<file path="config.mk">
export PLATFORM = sky130hd
export DESIGN_NAME = filled_circle_span_generator_unit
export DESIGN_NICKNAME = d
export VERILOG_FILES = /design/src/hdl/fcsg_pkg.sv /design/src/hdl/fcsg_ctrl.sv /design/src/hdl/fcsg_datapath.sv /design/src/hdl/filled_circle_span_generator_unit.sv
export SDC_FILE = /design/constraint.sdc
export NUM_CORES = 1
export LEC_CHECK = 0
export ABC_AREA = 1
export CAP_MARGIN = 10
export CORE_MARGIN = 3
export CORE_UTILIZATION = 45
export CTS_CLUSTER_DIAMETER = 80
export DETAILED_ROUTE_END_ITERATION = 10
export DONT_BUFFER_PORTS = 1
export HOLD_SLACK_MARGIN = 0.15
export PLACE_DENSITY = 0.67
export SLEW_MARGIN = 40
export SYNTH_ARGS = -nofsm -noshare
export SYNTH_HDL_FRONTEND = slang
export SYNTH_SLANG_ARGS = --single-unit
</file>
<file path="constraint.sdc">
create_clock -name clk -period 3.5 [get_ports clk]
set_clock_uncertainty 0.1 [all_clocks]
set_input_delay 1.05 -clock clk [delete_from_list [all_inputs] [get_ports clk]]
set_output_delay 1.05 -clock clk [all_outputs]
set_load 0.005 [all_outputs]
</file>
<file path="src/hdl/fcsg_pkg.sv">
package fcsg_pkg;

  // Field widths
  localparam int CoordInW  = 12;
  localparam int CoordOutW = 14;
  localparam int ColourW   = 24;
  localparam int RadiusW   = 5;

  // Largest radius the walk runs at; larger settings saturate here
  localparam int MaxRadius = 16;
  localparam logic [RadiusW-1:0] RadiusMax   = RadiusW'(MaxRadius);
  localparam logic [RadiusW-1:0] RadiusMin   = RadiusW'(1);
  localparam logic [RadiusW-1:0] RadiusReset = RadiusW'(2);

  // Walk variable widths
  localparam int PosW  = 6;   // x, y (signed)
  localparam int StepW = 7;   // dx, dy (unsigned)
  localparam int ErrW  = 9;   // error term (signed)

  typedef enum logic {
    ST_IDLE,
    ST_WALK
  } fsm_state_t;

  // Which of the four spans of one walk step is being issued
  typedef enum logic [1:0] {
    PH_LOWER_Y,
    PH_UPPER_Y,
    PH_LOWER_X,
    PH_UPPER_X
  } span_phase_t;

  typedef struct packed {
    logic        load;
    logic        emit;
    span_phase_t phase;
  } dp_cmd_t;

  typedef struct packed {
    logic slot_free;
    logic walk_end;
  } dp_status_t;

endpackage

</file>
<file path="src/hdl/fcsg_ctrl.sv">
module fcsg_ctrl (
  input  logic                clk,
  input  logic                rst_n,
  input  logic                in_valid,
  output logic                in_stall,
  input  fcsg_pkg::dp_status_t status,
  output fcsg_pkg::dp_cmd_t    cmd
);
  import fcsg_pkg::*;

  fsm_state_t  state_r, state_nxt;
  span_phase_t phase_r, phase_nxt;

  // State and phase registers
  always_ff @(posedge clk) begin
    if (!rst_n) begin
      state_r <= ST_IDLE;
      phase_r <= PH_LOWER_Y;
    end else begin
      state_r <= state_nxt;
      phase_r <= phase_nxt;
    end
  end

  // Next state and datapath commands
  always_comb begin
    state_nxt = state_r;
    phase_nxt = phase_r;
    in_stall  = 1'b1;
    cmd.load  = 1'b0;
    cmd.emit  = 1'b0;
    cmd.phase = phase_r;
    unique case (state_r)
      ST_IDLE: begin
        in_stall = 1'b0;
        if (in_valid) begin
          cmd.load  = 1'b1;
          state_nxt = ST_WALK;
          phase_nxt = PH_LOWER_Y;
        end
      end
      ST_WALK: begin
        // Issue one span whenever the output word is free or being taken
        if (status.slot_free) begin
          cmd.emit = 1'b1;
          unique case (phase_r)
            PH_LOWER_Y: phase_nxt = PH_UPPER_Y;
            PH_UPPER_Y: phase_nxt = PH_LOWER_X;
            PH_LOWER_X: phase_nxt = PH_UPPER_X;
            PH_UPPER_X: begin
              phase_nxt = PH_LOWER_Y;
              if (status.walk_end) state_nxt = ST_IDLE;
            end
            default: phase_nxt = PH_LOWER_Y;
          endcase
        end
      end
      default: state_nxt = ST_IDLE;
    endcase
  end

endmodule

</file>
<file path="src/hdl/fcsg_datapath.sv">
module fcsg_datapath (
  input  logic                                   clk,
  input  logic                                   rst_n,
  input  logic                                   cfg_valid,
  input  logic [fcsg_pkg::RadiusW-1:0]           cfg_circle_radius,
  input  fcsg_pkg::dp_cmd_t                      cmd,
  output fcsg_pkg::dp_status_t                   status,
  input  logic [fcsg_pkg::CoordInW-1:0]          in_centre_x,
  input  logic [fcsg_pkg::CoordInW-1:0]          in_centre_y,
  input  logic [fcsg_pkg::ColourW-1:0]           in_colour,
  output logic                                   out_valid,
  input  logic                                   out_stall,
  output logic signed [fcsg_pkg::CoordOutW-1:0]  out_span_start_x,
  output logic signed [fcsg_pkg::CoordOutW-1:0]  out_span_end_x,
  output logic signed [fcsg_pkg::CoordOutW-1:0]  out_span_row,
  output logic [fcsg_pkg::ColourW-1:0]           out_span_colour,
  output logic                                   out_last_span
);
  import fcsg_pkg::*;

  logic [RadiusW-1:0]          radius_r;
  logic [RadiusW-1:0]          radius_sat;
  logic [RadiusW:0]            diam_r;
  logic [CoordInW-1:0]         cx_r, cy_r;
  logic [ColourW-1:0]          colour_r;
  logic signed [PosW-1:0]      x_r, y_r, x_nxt, y_nxt;
  logic [StepW-1:0]            dx_r, dy_r, dx_nxt, dy_nxt;
  logic signed [ErrW-1:0]      err_r, err_mid, err_nxt;
  logic signed [CoordOutW-1:0] cx_s, cy_s, x_s, y_s;
  logic signed [CoordOutW-1:0] start_nxt, end_nxt, row_nxt;
  logic                        out_valid_r, out_valid_nxt;
  logic signed [CoordOutW-1:0] start_r, end_r, row_r;
  logic [ColourW-1:0]          span_colour_r;
  logic                        last_r;

  // Radius register; the user must write it only while idle, the block does not enforce it
  always_ff @(posedge clk) begin
    if (!rst_n) begin
      radius_r <= RadiusReset;
    end else if (cfg_valid) begin
      radius_r <= cfg_circle_radius;
    end
  end

  // Saturate the radius into the supported range
  always_comb begin
    if (radius_r < RadiusMin) begin
      radius_sat = RadiusMin;
    end else if (radius_r > RadiusMax) begin
      radius_sat = RadiusMax;
    end else begin
      radius_sat = radius_r;
    end
  end

  // One midpoint step: advance y if the error is not positive, then pull x in if the error is then positive
  always_comb begin
    y_nxt   = y_r;
    dy_nxt  = dy_r;
    err_mid = err_r;
    if (err_r <= 0) begin
      y_nxt   = y_r + PosW'(1);
      err_mid = err_r + signed'(ErrW'(dy_r));
      dy_nxt  = dy_r + StepW'(2);
    end
    x_nxt   = x_r;
    dx_nxt  = dx_r;
    err_nxt = err_mid;
    if (err_mid > 0) begin
      x_nxt   = x_r - PosW'(1);
      dx_nxt  = dx_r + StepW'(2);
      err_nxt = err_mid + signed'(ErrW'(dx_nxt)) - signed'(ErrW'(diam_r));
    end
  end

  assign status.walk_end  = (x_nxt < y_nxt);
  assign status.slot_free = !out_valid_r || !out_stall;

  // Walk registers: seed on load, step after the fourth span
  always_ff @(posedge clk) begin
    if (cmd.load) begin
      cx_r     <= in_centre_x;
      cy_r     <= in_centre_y;
      colour_r <= in_colour;
      diam_r   <= {radius_sat, 1'b0};
      x_r      <= signed'(PosW'(radius_sat)) - PosW'(1);
      y_r      <= '0;
      dx_r     <= StepW'(1);
      dy_r     <= StepW'(1);
      err_r    <= ErrW'(1) - signed'(ErrW'({radius_sat, 1'b0}));
    end else if (cmd.emit && cmd.phase == PH_UPPER_X) begin
      x_r   <= x_nxt;
      y_r   <= y_nxt;
      dx_r  <= dx_nxt;
      dy_r  <= dy_nxt;
      err_r <= err_nxt;
    end
  end

  // Span for the current phase
  assign cx_s = signed'({2'b00, cx_r});
  assign cy_s = signed'({2'b00, cy_r});
  assign x_s  = {{(CoordOutW-PosW){x_r[PosW-1]}}, x_r};
  assign y_s  = {{(CoordOutW-PosW){y_r[PosW-1]}}, y_r};

  always_comb begin
    case (cmd.phase)
      PH_LOWER_Y: begin
        start_nxt = cx_s - x_s;
        end_nxt   = cx_s + x_s;
        row_nxt   = cy_s + y_s;
      end
      PH_UPPER_Y: begin
        start_nxt = cx_s - x_s;
        end_nxt   = cx_s + x_s;
        row_nxt   = cy_s - y_s;
      end
      PH_LOWER_X: begin
        start_nxt = cx_s - y_s;
        end_nxt   = cx_s + y_s;
        row_nxt   = cy_s + x_s;
      end
      default: begin
        start_nxt = cx_s - y_s;
        end_nxt   = cx_s + y_s;
        row_nxt   = cy_s - x_s;
      end
    endcase
  end

  // Output word: hold while stalled, drop once taken
  assign out_valid_nxt = cmd.emit || (out_valid_r && out_stall);

  always_ff @(posedge clk) begin
    if (!rst_n) begin
      out_valid_r <= 1'b0;
    end else begin
      out_valid_r <= out_valid_nxt;
    end
  end

  always_ff @(posedge clk) begin
    if (cmd.emit) begin
      start_r       <= start_nxt;
      end_r         <= end_nxt;
      row_r         <= row_nxt;
      span_colour_r <= colour_r;
      last_r        <= (cmd.phase == PH_UPPER_X) && status.walk_end;
    end
  end

  assign out_valid        = out_valid_r;
  assign out_span_start_x = start_r;
  assign out_span_end_x   = end_r;
  assign out_span_row     = row_r;
  assign out_span_colour  = span_colour_r;
  assign out_last_span    = last_r;

endmodule

</file>
<file path="src/hdl/filled_circle_span_generator_unit.sv">
// Filled circle span generator. Each accepted word (centre and colour) is
// expanded by a midpoint circle walk at the configured radius into
// horizontal spans, four per walk step, one span per cycle while the
// output is not stalled; the final span of a circle carries out_last_span.
// A circle whose walk takes S steps yields 4*S spans, all issued by the
// single span adder path (S is at most the saturated radius, so at most
// 64 spans). A new word is accepted in the cycle after the last span is
// issued, even while that span still waits in the output register. The
// radius saturates to 1..16; write it only while the block is idle. No
// clearing pass.
module filled_circle_span_generator_unit (
  input  logic                                   clk,
  input  logic                                   rst_n,
  input  logic                                   cfg_valid,
  output logic                                   cfg_ready,
  input  logic [fcsg_pkg::RadiusW-1:0]           cfg_circle_radius,
  input  logic                                   in_valid,
  output logic                                   in_stall,
  input  logic [fcsg_pkg::CoordInW-1:0]          in_centre_x,
  input  logic [fcsg_pkg::CoordInW-1:0]          in_centre_y,
  input  logic [fcsg_pkg::ColourW-1:0]           in_colour,
  output logic                                   out_valid,
  input  logic                                   out_stall,
  output logic signed [fcsg_pkg::CoordOutW-1:0]  out_span_start_x,
  output logic signed [fcsg_pkg::CoordOutW-1:0]  out_span_end_x,
  output logic signed [fcsg_pkg::CoordOutW-1:0]  out_span_row,
  output logic [fcsg_pkg::ColourW-1:0]           out_span_colour,
  output logic                                   out_last_span
);
  import fcsg_pkg::*;

  dp_cmd_t    cmd;
  dp_status_t status;

  // Radius writes are always taken
  assign cfg_ready = 1'b1;

  fcsg_ctrl u_ctrl (
    .clk      (clk),
    .rst_n    (rst_n),
    .in_valid (in_valid),
    .in_stall (in_stall),
    .status   (status),
    .cmd      (cmd)
  );

  fcsg_datapath u_datapath (
    .clk               (clk),
    .rst_n             (rst_n),
    .cfg_valid         (cfg_valid && cfg_ready),
    .cfg_circle_radius (cfg_circle_radius),
    .cmd               (cmd),
    .status            (status),
    .in_centre_x       (in_centre_x),
    .in_centre_y       (in_centre_y),
    .in_colour         (in_colour),
    .out_valid         (out_valid),
    .out_stall         (out_stall),
    .out_span_start_x  (out_span_start_x),
    .out_span_end_x    (out_span_end_x),
    .out_span_row      (out_span_row),
    .out_span_colour   (out_span_colour),
    .out_last_span     (out_last_span)
  );

  // An accepted word always starts a walk
  a_accept_starts_walk: assert property (@(posedge clk) disable iff (!rst_n)
    (in_valid && !in_stall) |=> in_stall)
    else $error("input not stalled after accepting a word");

  // The block reopens only once the closing span has been issued
  a_reopen_after_last: assert property (@(posedge clk) disable iff (!rst_n)
    (!in_stall && $past(in_stall) && $past(rst_n)) |-> (out_valid && out_last_span))
    else $error("input reopened without a closing span");

  // While open for input, any pending output word is a closing span
  a_idle_holds_only_last: assert property (@(posedge clk) disable iff (!rst_n)
    (!in_stall && out_valid) |-> out_last_span)
    else $error("non-final span pending while idle");

endmodule

</file>
==> results of run 1 <==
==> sequential cells by signal, summed over array words and instances (netlist names) <==
signal	count
u_ctrl.phase_r	2
u_ctrl.state_r	1
u_datapath.colour_r	24
u_datapath.cx_r	12
u_datapath.cy_r	12
u_datapath.diam_r	5
u_datapath.dx_r	6
u_datapath.dy_r	6
u_datapath.err_r	9
u_datapath.out_last_span	1
u_datapath.out_span_colour	24
u_datapath.out_span_end_x	14
u_datapath.out_span_row	14
u_datapath.out_span_start_x	13
u_datapath.out_valid	1
u_datapath.radius_r	5
u_datapath.x_r	6
u_datapath.y_r	6
==> cells in the mapped netlist, types with 6 or more instances <==
library cell / instances / area [sq um]
o21ai_0: 50 / 250.2
o21ai_1: 6 / 30.03
edfxtp_1: 134 / 4024
nor3_1: 6 / 30.03
nand3_1: 31 / 155.2
dfxtp_1: 27 / 540.5
xor2_1: 46 / 402.9
inv_1: 127 / 476.7
a21oi_1: 70 / 350.3
nor2_1: 66 / 247.7
ha_1: 70 / 875.8
nand2_1: 141 / 529.3
fa_1: 9 / 180.2
==> layer usage <==
| layer | share of wire (%) | GRT usage (%) | up-vias |
|---|---|---|---|
| met4 | 0.84 | 3.780 | 0 |
| met1 | 45 | 22.98 | 2820 |
| met5 | 0 | 0 | - |
| li1 | - | - | 3047 |
| met2 | 49 | 27.09 | 167 |
| met3 | 4.7 | 4.233 | 15 |
==> kinds of logic after synthesis <==
group	share of synthesized area, %
simple gates	13.22
buf+inv	6.670
fa+ha+maj	12.21
xor+xnor	5.064
other cells	0.04336
compound gates	10.01
flops	52.78
==> cell type report <==
class | instances | area (sq um)
well taps | 234 | 292.8
multi-input cells | 557 | 3801
clock inverters | 15 | 183.9
clock buffers | 17 | 425.4
flip-flops and latches | 161 | 4568
repair buffers | 63 | 505.5
fillers | 1601 | 8496
inverters | 132 | 495.5
==> per-stage QoR <==
stage	TNS, ns	cell area [sq um]	hold slack, ns	power, mW	worst slack [ns]
5_1_grt	-1.340	10270	0.3239	5.429	-0.4054
3_3_place_gp	-0.05454	9260	0.3004	3.181	-0.05454
4_1_cts	-0.02952	9930	0.3195	5.102	-0.02952
2_1_floorplan	0	8650	0.3003	2.950	0.07394
6_report	-0.1845	10270	0.3172	5.170	-0.1845
3_5_place_dp	-0.2028	9260	0.3045	3.203	-0.2028
==> worst paths after layout <==
path              depth (start not counted)                                        to                               from  slack, ns
setup reg to reg                         24             u_datapath.err_r[8]$_DFFE_PP_      u_datapath.err_r[2]$_DFFE_PP_      -0.18
hold reg to reg                           0  u_datapath.out_span_colour[14]$_DFFE_PP_  u_datapath.colour_r[14]$_DFFE_PP_       0.32
setup / recovery                         24             u_datapath.err_r[8]$_DFFE_PP_      u_datapath.err_r[2]$_DFFE_PP_      -0.18
hold / removal                            0  u_datapath.out_span_colour[14]$_DFFE_PP_  u_datapath.colour_r[14]$_DFFE_PP_       0.32
==> critical path, delay by kind of cell (launching register included) <==
kind            cells  cell delay (ns)
fa+ha+maj           3             1.13
compound gates      7             0.79
simple gates        9             0.73
buf+inv             5             0.28
flops               1             0.43
==> repair_timing <==
item | CTS | global route
setup endpoints to repair | 2 | 16
buffers inserted | 2 | 12
pin swaps | 2 | 29
gates resized for setup | 13 | 69
==> power by group through the flow <==
| stage | combinational [mW] | sequential (mW) | clock (mW) |
|---|---|---|---|
| floorplan | 0.584 | 2.37 | 0 |
| global placement | 0.795 | 2.39 | 0 |
| detailed placement | 0.814 | 2.39 | 0 |
| CTS | 0.849 | 2.35 | 1.91 |
| global route | 1.09 | 2.36 | 1.98 |
| finish | 0.966 | 2.34 | 1.86 |
==> results.md, run 1 <==
* Worst setup EP type: register
* Slowest CP cell: fa_1
* CTS sink count at 161
* Clock buffer depth at 2
* Die area at 20920 sq um
* Root Buffer Master: clkbuf_16
* Hold buffer count at cts at 0
* Synth Warn # at 0
* Setup CP Type: reg -> reg
* Min cycle time layout at between 3 and 4 ns
* Slew Limit Fails at 0
* Share of cells above drive strength 1 at 19.15%
* Critical Path Max Stage Delay at 0.60 ns
* Die W at 144.6 um
* Violated checks: negative setup slack
* Synthesized area at roughly 8600 sq um
* Post-Synthesis Net Count at 999
* Number of synthesized flops with an enable pin at 134
* CP Max Fanout at 4
* Vias in the first global route at 5684
* P_leak at 4.433 nW
* Final setup viols at 1
* Ys async rst share at 0%
* Maxcap violations at 0
* Crit-path cells: ha_4 > inv_1 > nand2_2 > nand2_1 > nand2_1 > nand2_2 > a21oi_2 > inv_2 > fa_1 > ha_4 > a21oi_2 > o21ai_2 > a21oi_2 > nor2_1 > nor2_1 > inv_1 > nand2_1 > inv_2 > nor2_2 > inv_2 > a21oi_2 > a21oi_2 > o21ai_1 > nand3_1
* Largest net degree at the start of global routing at 55
* RSZ-0062 raised after global routing: yes
* Vias at 6049
* All-Layer GR Usage at 16.79%
* Cell Pwr Density at roughly 500 nW/um^2
* Drt first pass iters at 5
* Critical path required time at between 3 and 4 ns
* Prevailing post-synth register cell: edfxtp_1
* Core ar. at 18770 sq um
* CTS tree: done
* Post-route antenna net violation count at 0
* Drt drc at 0
* Area Growth Syn to Fin at 18.78%
* Syn Inst Count at approximately 860
* F_max at 271.4 MHz
* Commonest cells after routing, fill and taps aside: nand2_1, edfxtp_1, inv_1, ha_1, buf_4
* Peak VDD IR at ~0.36 mV
* Clk_lat worst skew at 0.43 ns
* Antenna fix cells at 0
* Initial antenna violation count at 0
* Register area share after synthesis at 52.78%
* Synth Area per Inst at approximately 10 sq um
* Combinational fraction of design power at a little under a fifth
* Net Switching at 1.526 mW
* Port Buffers at 0
* Sw Ratio at 29.52%
* Status: complete, but fails checks
* Via density at 5.131
* Inst Count DP at 1133
* Nets at 1069
* Final hold violation count at 0
* Rows at 50
* DRT Wirelength at about 18000 um
* HPWL reported at the end of detailed placement at 12870 um
* GRT overflow at 0
* Part of the power in the clock network at 36.0%
* Crit path launch type: register
* Placer congestion estimate at 0.9221
* CTS buffer count at 17
* CTS clk-pin slew, worst paths at roughly 0.07 ns
* Register bit total from synthesis at 161
* CTS H-tree lvls at 4
* Internal at 3.644 mW
* I/O pins at 128
* Setup ws final at -0.1845 ns
* Final Cycle Share at 105.3%
* Core Util, Final at 54.73%
* Critical path's most frequent cell: a21oi_2
* Finished Layout Cells at 1179
* Hold Path Class: reg -> reg
* Flop pwr share at 45.3%
* Die Ht at approximately 140 um
* Initial core utilization at 46.08%
* Initial DRC Count at 510
* First-pass GRT wire length at 27860 um
* Unique masters post-synth at 44
* WL/cell at 15.23 um
* Worst Path Arrival at 3.75 ns
No activity file was read; power rests on OpenSTA's default activity.
==> inputs of run 2 (changes only) <==
Settings changed: CELL_PAD_IN_SITES_DETAIL_PLACEMENT set to 0, CELL_PAD_IN_SITES_GLOBAL_PLACEMENT set to 1, PLACE_DENSITY 0.67 to 0.81.
==> results.md, run 2 (synthesis results as in run 1) <==
* Post-route antenna net violation count at 0
* GR met3 Demand/Resource at 3.638%
* Die area at 20920 sq um
* Die W at 144.6 um
* DRT Wirelength at 18600 um
* Nets at 1082
* Slew Limit Headroom at 56.49%
* Slowest CP cell: fa_1
* Cell area after layout at 10340 sq um
* Final setup viols at 0
* F_max at 285.8 MHz
* Share of cells above drive strength 1 at 19.83%
* Worst setup EP type: register
* Inst Count DP at 1146
* Crit path launch type: register
* Final hold violation count at 0
* Clk_lat worst skew at 0.44 ns
* Most utilized layer in the global route result: met2
* Die Ht at 144.6 um
* Status: finished clean
* I/O pins at 128
* Grt met2 use at around 29%
* All-Layer GR Usage at 17.52%
* Initial DRC Count at 354
* Hold Crit Depth at 0
* Port Buffers at 0
* Initial core utilization at ~46%
* Dpl cell area at 9358 sq um
* Crit-path cells: ha_4 > inv_2 > nand2_2 > nand2_1 > nand2_1 > nand2_2 > a21oi_2 > inv_2 > fa_1 > ha_4 > a21oi_2 > o21ai_2 > a21oi_1 > nor2_1 > nor2_1 > inv_1 > nand2_1 > inv_1 > nor2_1 > inv_1 > a21oi_2 > a21oi_1 > o21ai_1 > nand3_1
* Drt drc at 0
* Initial antenna violation count at 0
* CTS tree: done
* Final Cycle Share at 99.98%
* Setup CP Type: reg -> reg
* Rows at 50
* Worst R2R Start: u_datapath.err_r[2]$_DFFE_PP_
* R2R setup slack at just over 0.0006 ns
* GRT overflow at 0
* Root Buffer Master: clkbuf_16
* Multi-input gate area at 3785 sq um
* WL/cell at 15.60 um
* RR Endpoint: u_datapath.err_r[8]$_DFFE_PP_
* P_leak at 4.485 nW
* Placer congestion estimate at 0.8645
* Vias in the first global route at 5788
* Worst Hold Path EP: u_datapath.out_span_colour[18]$_DFFE_PP_
* Cell Pwr Density at roughly 500 nW/um^2
* Clock buffer depth at 2
* Met1 Use GR at between 20% and 30%
* Critical path required time at roughly 3.6 ns
* HPWL reported at the end of detailed placement at 13320 um
* Fillers at 1658
* CTS clk-pin slew, worst paths at 0.07 ns
* RSZ-0062 raised after global routing: yes
* Worst-Margin Slew at 0.6527 ns
* Register area at 4567 sq um
* Core ar. at 18770 sq um
* Hold Path Class: reg -> reg
* Slew Limit Fails at 0
* R2R cell count at 24
* Critical Path Max Stage Delay at 0.57 ns
* CP Max Fanout at 3
* Total chip power at 5.156 mW
* HP Start: u_datapath.colour_r[18]$_DFFE_PP_
* Worst Path Arrival at 3.57 ns
* Min cycle time layout at around 3.5 ns
* Area Growth Syn to Fin at 19.52%
* Most common cell after layout, fill and taps aside: nand2_1
* Commonest cells after routing, fill and taps aside: nand2_1, edfxtp_1, inv_1, buf_4, nor2_1
* Via density at 5.075
* First-pass GRT wire length at 28450 um
* CTS buffer count at 17
* Maxcap violations at 0
* Vias at 6049
* Antenna fix cells at 0
* CTS H-tree lvls at 4
* Peak VDD IR at 0.3442 mV
* Largest net degree at the start of global routing at 45
* Finished Layout Cells at around 1200
* Hold buffer count at cts at 0
* CTS sink count at approximately 160
* Drt first pass iters at 5
[run 2: cell count changes in the layout (fill, tap and decap cells not counted), sizes merged]
cell and delta:
inv +1, clkbuf +1, clkinv -3, buf +11
clkdlybuf4s15 +1, clkinvlp +2
[run 2: where the power goes]
| part | total [mW] | switching, mW | internal [mW] | leakage (nW) |
|---|---|---|---|---|
| logic | 0.991 | 0.567 | 0.424 | 2.71 |
| registers | 2.35 | 0.0770 | 2.27 | 1.49 |
| clock network | 1.82 | 0.863 | 0.956 | 0.282 |
| total | 5.16 | 1.51 | 3.65 | 4.49 |
[run 2: through the flow]
step	worst slack [ns]	hold slack, ns	utilization (%)	setup TNS, ns
final	0.0006102	0.3182	55.07	0
after global routing	-0.2191	0.3303	55.07	-1.141
after CTS	0.001401	0.3200	53.32	0
after detailed placement	-0.1265	0.3045	49.86	-0.1278
after global placement	-0.02911	0.3003	49.86	-0.02911
after floorplan	0.07394	0.3003	-	0
[run 2: how the worst max path moves through the flow]
stage,startpoint,to,slack (ns),depth (start not counted)
after global placement,u_datapath.err_r[1]$_DFFE_PP_,u_datapath.err_r[8]$_DFFE_PP_,-0.03,24
after detailed placement,u_datapath.err_r[2]$_DFFE_PP_,u_datapath.err_r[8]$_DFFE_PP_,-0.13,24
after global routing,u_datapath.err_r[1]$_DFFE_PP_,u_datapath.err_r[8]$_DFFE_PP_,-0.22,24
after CTS,u_ctrl.phase_r[0]$_SDFFE_PN0P_,u_datapath.out_span_start_x[12]$_DFFE_PP_,0.001,20
after floorplan,u_datapath.err_r[2]$_DFFE_PP_,u_datapath.err_r[8]$_DFFE_PP_,0.07,24
final,u_datapath.err_r[2]$_DFFE_PP_,u_datapath.err_r[8]$_DFFE_PP_,0.0006,24
[run 2: layout make-up]
cell class	count	share of cell area, %
clock buffers	17	4.116
inverters	132	4.794
clock inverters	15	1.610
repair buffers	76	5.847
well taps	234	2.833
flip-flops and latches	161	44.18
multi-input cells	557	36.62
[run 2: metal layers]
metal	vias to the layer above	routed length [um]
li1	3075	-
met5	-	0
met4	0	238
met3	20	755
met2	147	9147
met1	2807	8455
[run 2: worst max-delay path: cells and delay by family (launching register included)]
family / cells / cell delay, ns
and+or+nand+nor: 9 / 0.58
adders and majority gates: 3 / 1.09
DFF: 1 / 0.44
buffers and inverters: 5 / 0.24
AOI/OAI and AO/OA: 7 / 0.78
[run 2: timing repair]
item | CTS | global route
pin swaps | 6 | 15
gates resized for setup | 10 | 66
gates cloned | 0 | 1
buffers inserted | 1 | 12
endpoints found under the setup margin | 3 | 17
==> inputs of run 3 (changes only) <==
Settings changed: CORE_MARGIN 3 to 5, CTS_BUF_LIST set to sky130_fd_sc_hd__clkbuf_2.
==> results.md, run 3 (synthesis results as in run 1) <==
* Status: complete, but fails checks
* Violated checks: design-rule violations, negative setup slack
* CTS sink count at 161
* Critical Path Max Stage Delay at slightly below 0.6 ns
* Drt first pass iters at 10
* Drt drc at 1
* Internal at 2.977 mW
* Finished Layout Cells at 1231
* Share of cells above drive strength 1 at 23.81%
* Buf/Inv on CP at 5
* Part of the power in the clock network at 23.8%
* HPWL reported at the end of detailed placement at about 13000 um
* Initial core utilization at between 40 and 50%
* Initial antenna violation count at 2
* Sw Ratio at 32.73%
* Most common cell after layout, fill and taps aside: edfxtp_1
* CTS tree: done
* Cell Pwr Density at around 430 nW/um^2
* Combinational fraction of design power at 23.2%
* Area Growth Syn to Fin at 19.50%
* Setup CP Type: reg -> reg
* Slew Limit Fails at 0
* Crit-path cells: ha_4 > inv_2 > nand2_2 > nand2_1 > nand2_1 > nand2_1 > a21oi_2 > inv_2 > fa_1 > ha_4 > a21oi_2 > o21ai_2 > a21oi_2 > nor2_1 > nor2_1 > inv_1 > nand2_1 > inv_2 > nor2_2 > inv_1 > a21oi_2 > a21oi_2 > o21ai_1 > nand3_1
* WL/cell at ~15 um
* Clock buffer depth at 2
* Core ar. at approximately 19000 sq um
* CTS buffer count at 17
* Die W at 148.6 um
* Net Switching at 1.449 mW
* Clk_lat worst skew at between 0.7 and 0.8 ns
* Die area at 22090 sq um
* Critical path's most frequent cell: a21oi_2
* Worst setup EP type: register
* Final Hold Slack at about 0.27 ns
* CTS H-tree lvls at 4
* Port Buffers at 0
* Placer congestion estimate at 0.8665
* Rows at 50
* Post-route antenna net violation count at 0
* Hold Path Class: in -> reg
* Slew Limit Headroom at 56.89%
* Crit path launch type: register
* Delay-heaviest family, CP: adder cells
* Largest net degree at the start of global routing at 43
* Inst Count DP at around 1200
* Final hold violation count at 0
* Critical path required time at around 3.9 ns
* CTS clk-pin slew, worst paths at 0.28 ns
* Vias at 6076
* Die Ht at 148.6 um
* Peak VDD IR at 0.3440 mV
* Total chip power at roughly 4.4 mW
* Via density at 4.936
* Maxcap violations at 0
* F_max at between 200 and 300 MHz
* Hold buffer count at cts at 0
* Worst-Margin Slew at 0.6457 ns
* Commonest cells after routing, fill and taps aside: edfxtp_1, nand2_1, inv_1, buf_4, nor2_1
* P_leak at ~4.5 nW
* Min cycle time layout at 3.657 ns
* DP Worst Slack at -0.1066 ns
* Setup ws final at -0.1566 ns
* RSZ-0062 raised after global routing: yes
* All-Layer GR Usage at about 16%
* Nets at 1094
* I/O pins at 128
* CP Max Fanout at 3
* Final setup viols at 4
* First-pass GRT wire length at 28220 um
* Flop pwr share at 53.0%
* Initial DRC Count at 375
* Vias in the first global route at 5823
* Slowest CP cell: fa_1
* Final Cycle Share at 104.5%
* Core Util, Final at 54.88%
* DRT Wirelength at 18390 um
* Worst Path Arrival at 4.07 ns
* Root Buffer Master: clkbuf_2
* Fillers at 1653
* GRT overflow at 0
-- run 3: worst paths after layout --
path / slack (ns) / cells past startpoint / from / to
max: -0.16 / 24 / u_datapath.err_r[2]$_DFFE_PP_ / u_datapath.err_r[8]$_DFFE_PP_
min: 0.27 / 1 / rst_n / u_datapath.radius_r[1]$_SDFFE_PN1P_
max reg2reg: -0.16 / 24 / u_datapath.err_r[2]$_DFFE_PP_ / u_datapath.err_r[8]$_DFFE_PP_
min reg2reg: 0.34 / 0 / u_datapath.colour_r[14]$_DFFE_PP_ / u_datapath.out_span_colour[14]$_DFFE_PP_
-- run 3: per-stage QoR --
stage          area (sq um)  setup TNS [ns]
3_5_place_dp           9385         -0.1066
5_1_grt               10330          -1.561
6_report              10330         -0.4187
3_3_place_gp           9365        -0.02007
2_1_floorplan          8650               0
4_1_cts                9693        -0.02786
-- run 3: cell type report --
cell class              count  area (sq um)  area share, %
multi-input cells         557          3930          38.03
clock buffers              17         85.08         0.8232
repair buffers             88         737.0          7.131
flip-flops and latches    161          4571          44.23
well taps                 260         325.3          3.148
diodes                      1         2.502        0.02421
clock inverters            15         186.4          1.804
inverters                 132         498.0          4.818
-- run 3: repair_timing --
action                     in CTS  in global routing
setup endpoints to repair       3                 17
gates resized for setup         7                112
pin swaps                       3                 59
buffers inserted                0                 32
-- run 3: power by group through the flow --
stage               combinational [mW]  clock, mW  sequential (mW)
floorplan                        0.584          0             2.37
global placement                 0.828          0             2.39
detailed placement               0.841          0             2.39
CTS                              0.863       1.09             2.35
global route                      1.14       1.18             2.36
finish                            1.03       1.05             2.35
-- run 3: layer usage --
metal  share of wire, %  GRT usage, %
met5              0.038             0
met4                1.4         4.018
met3                5.0         4.174
met2                 47         25.87
met1                 46         21.51
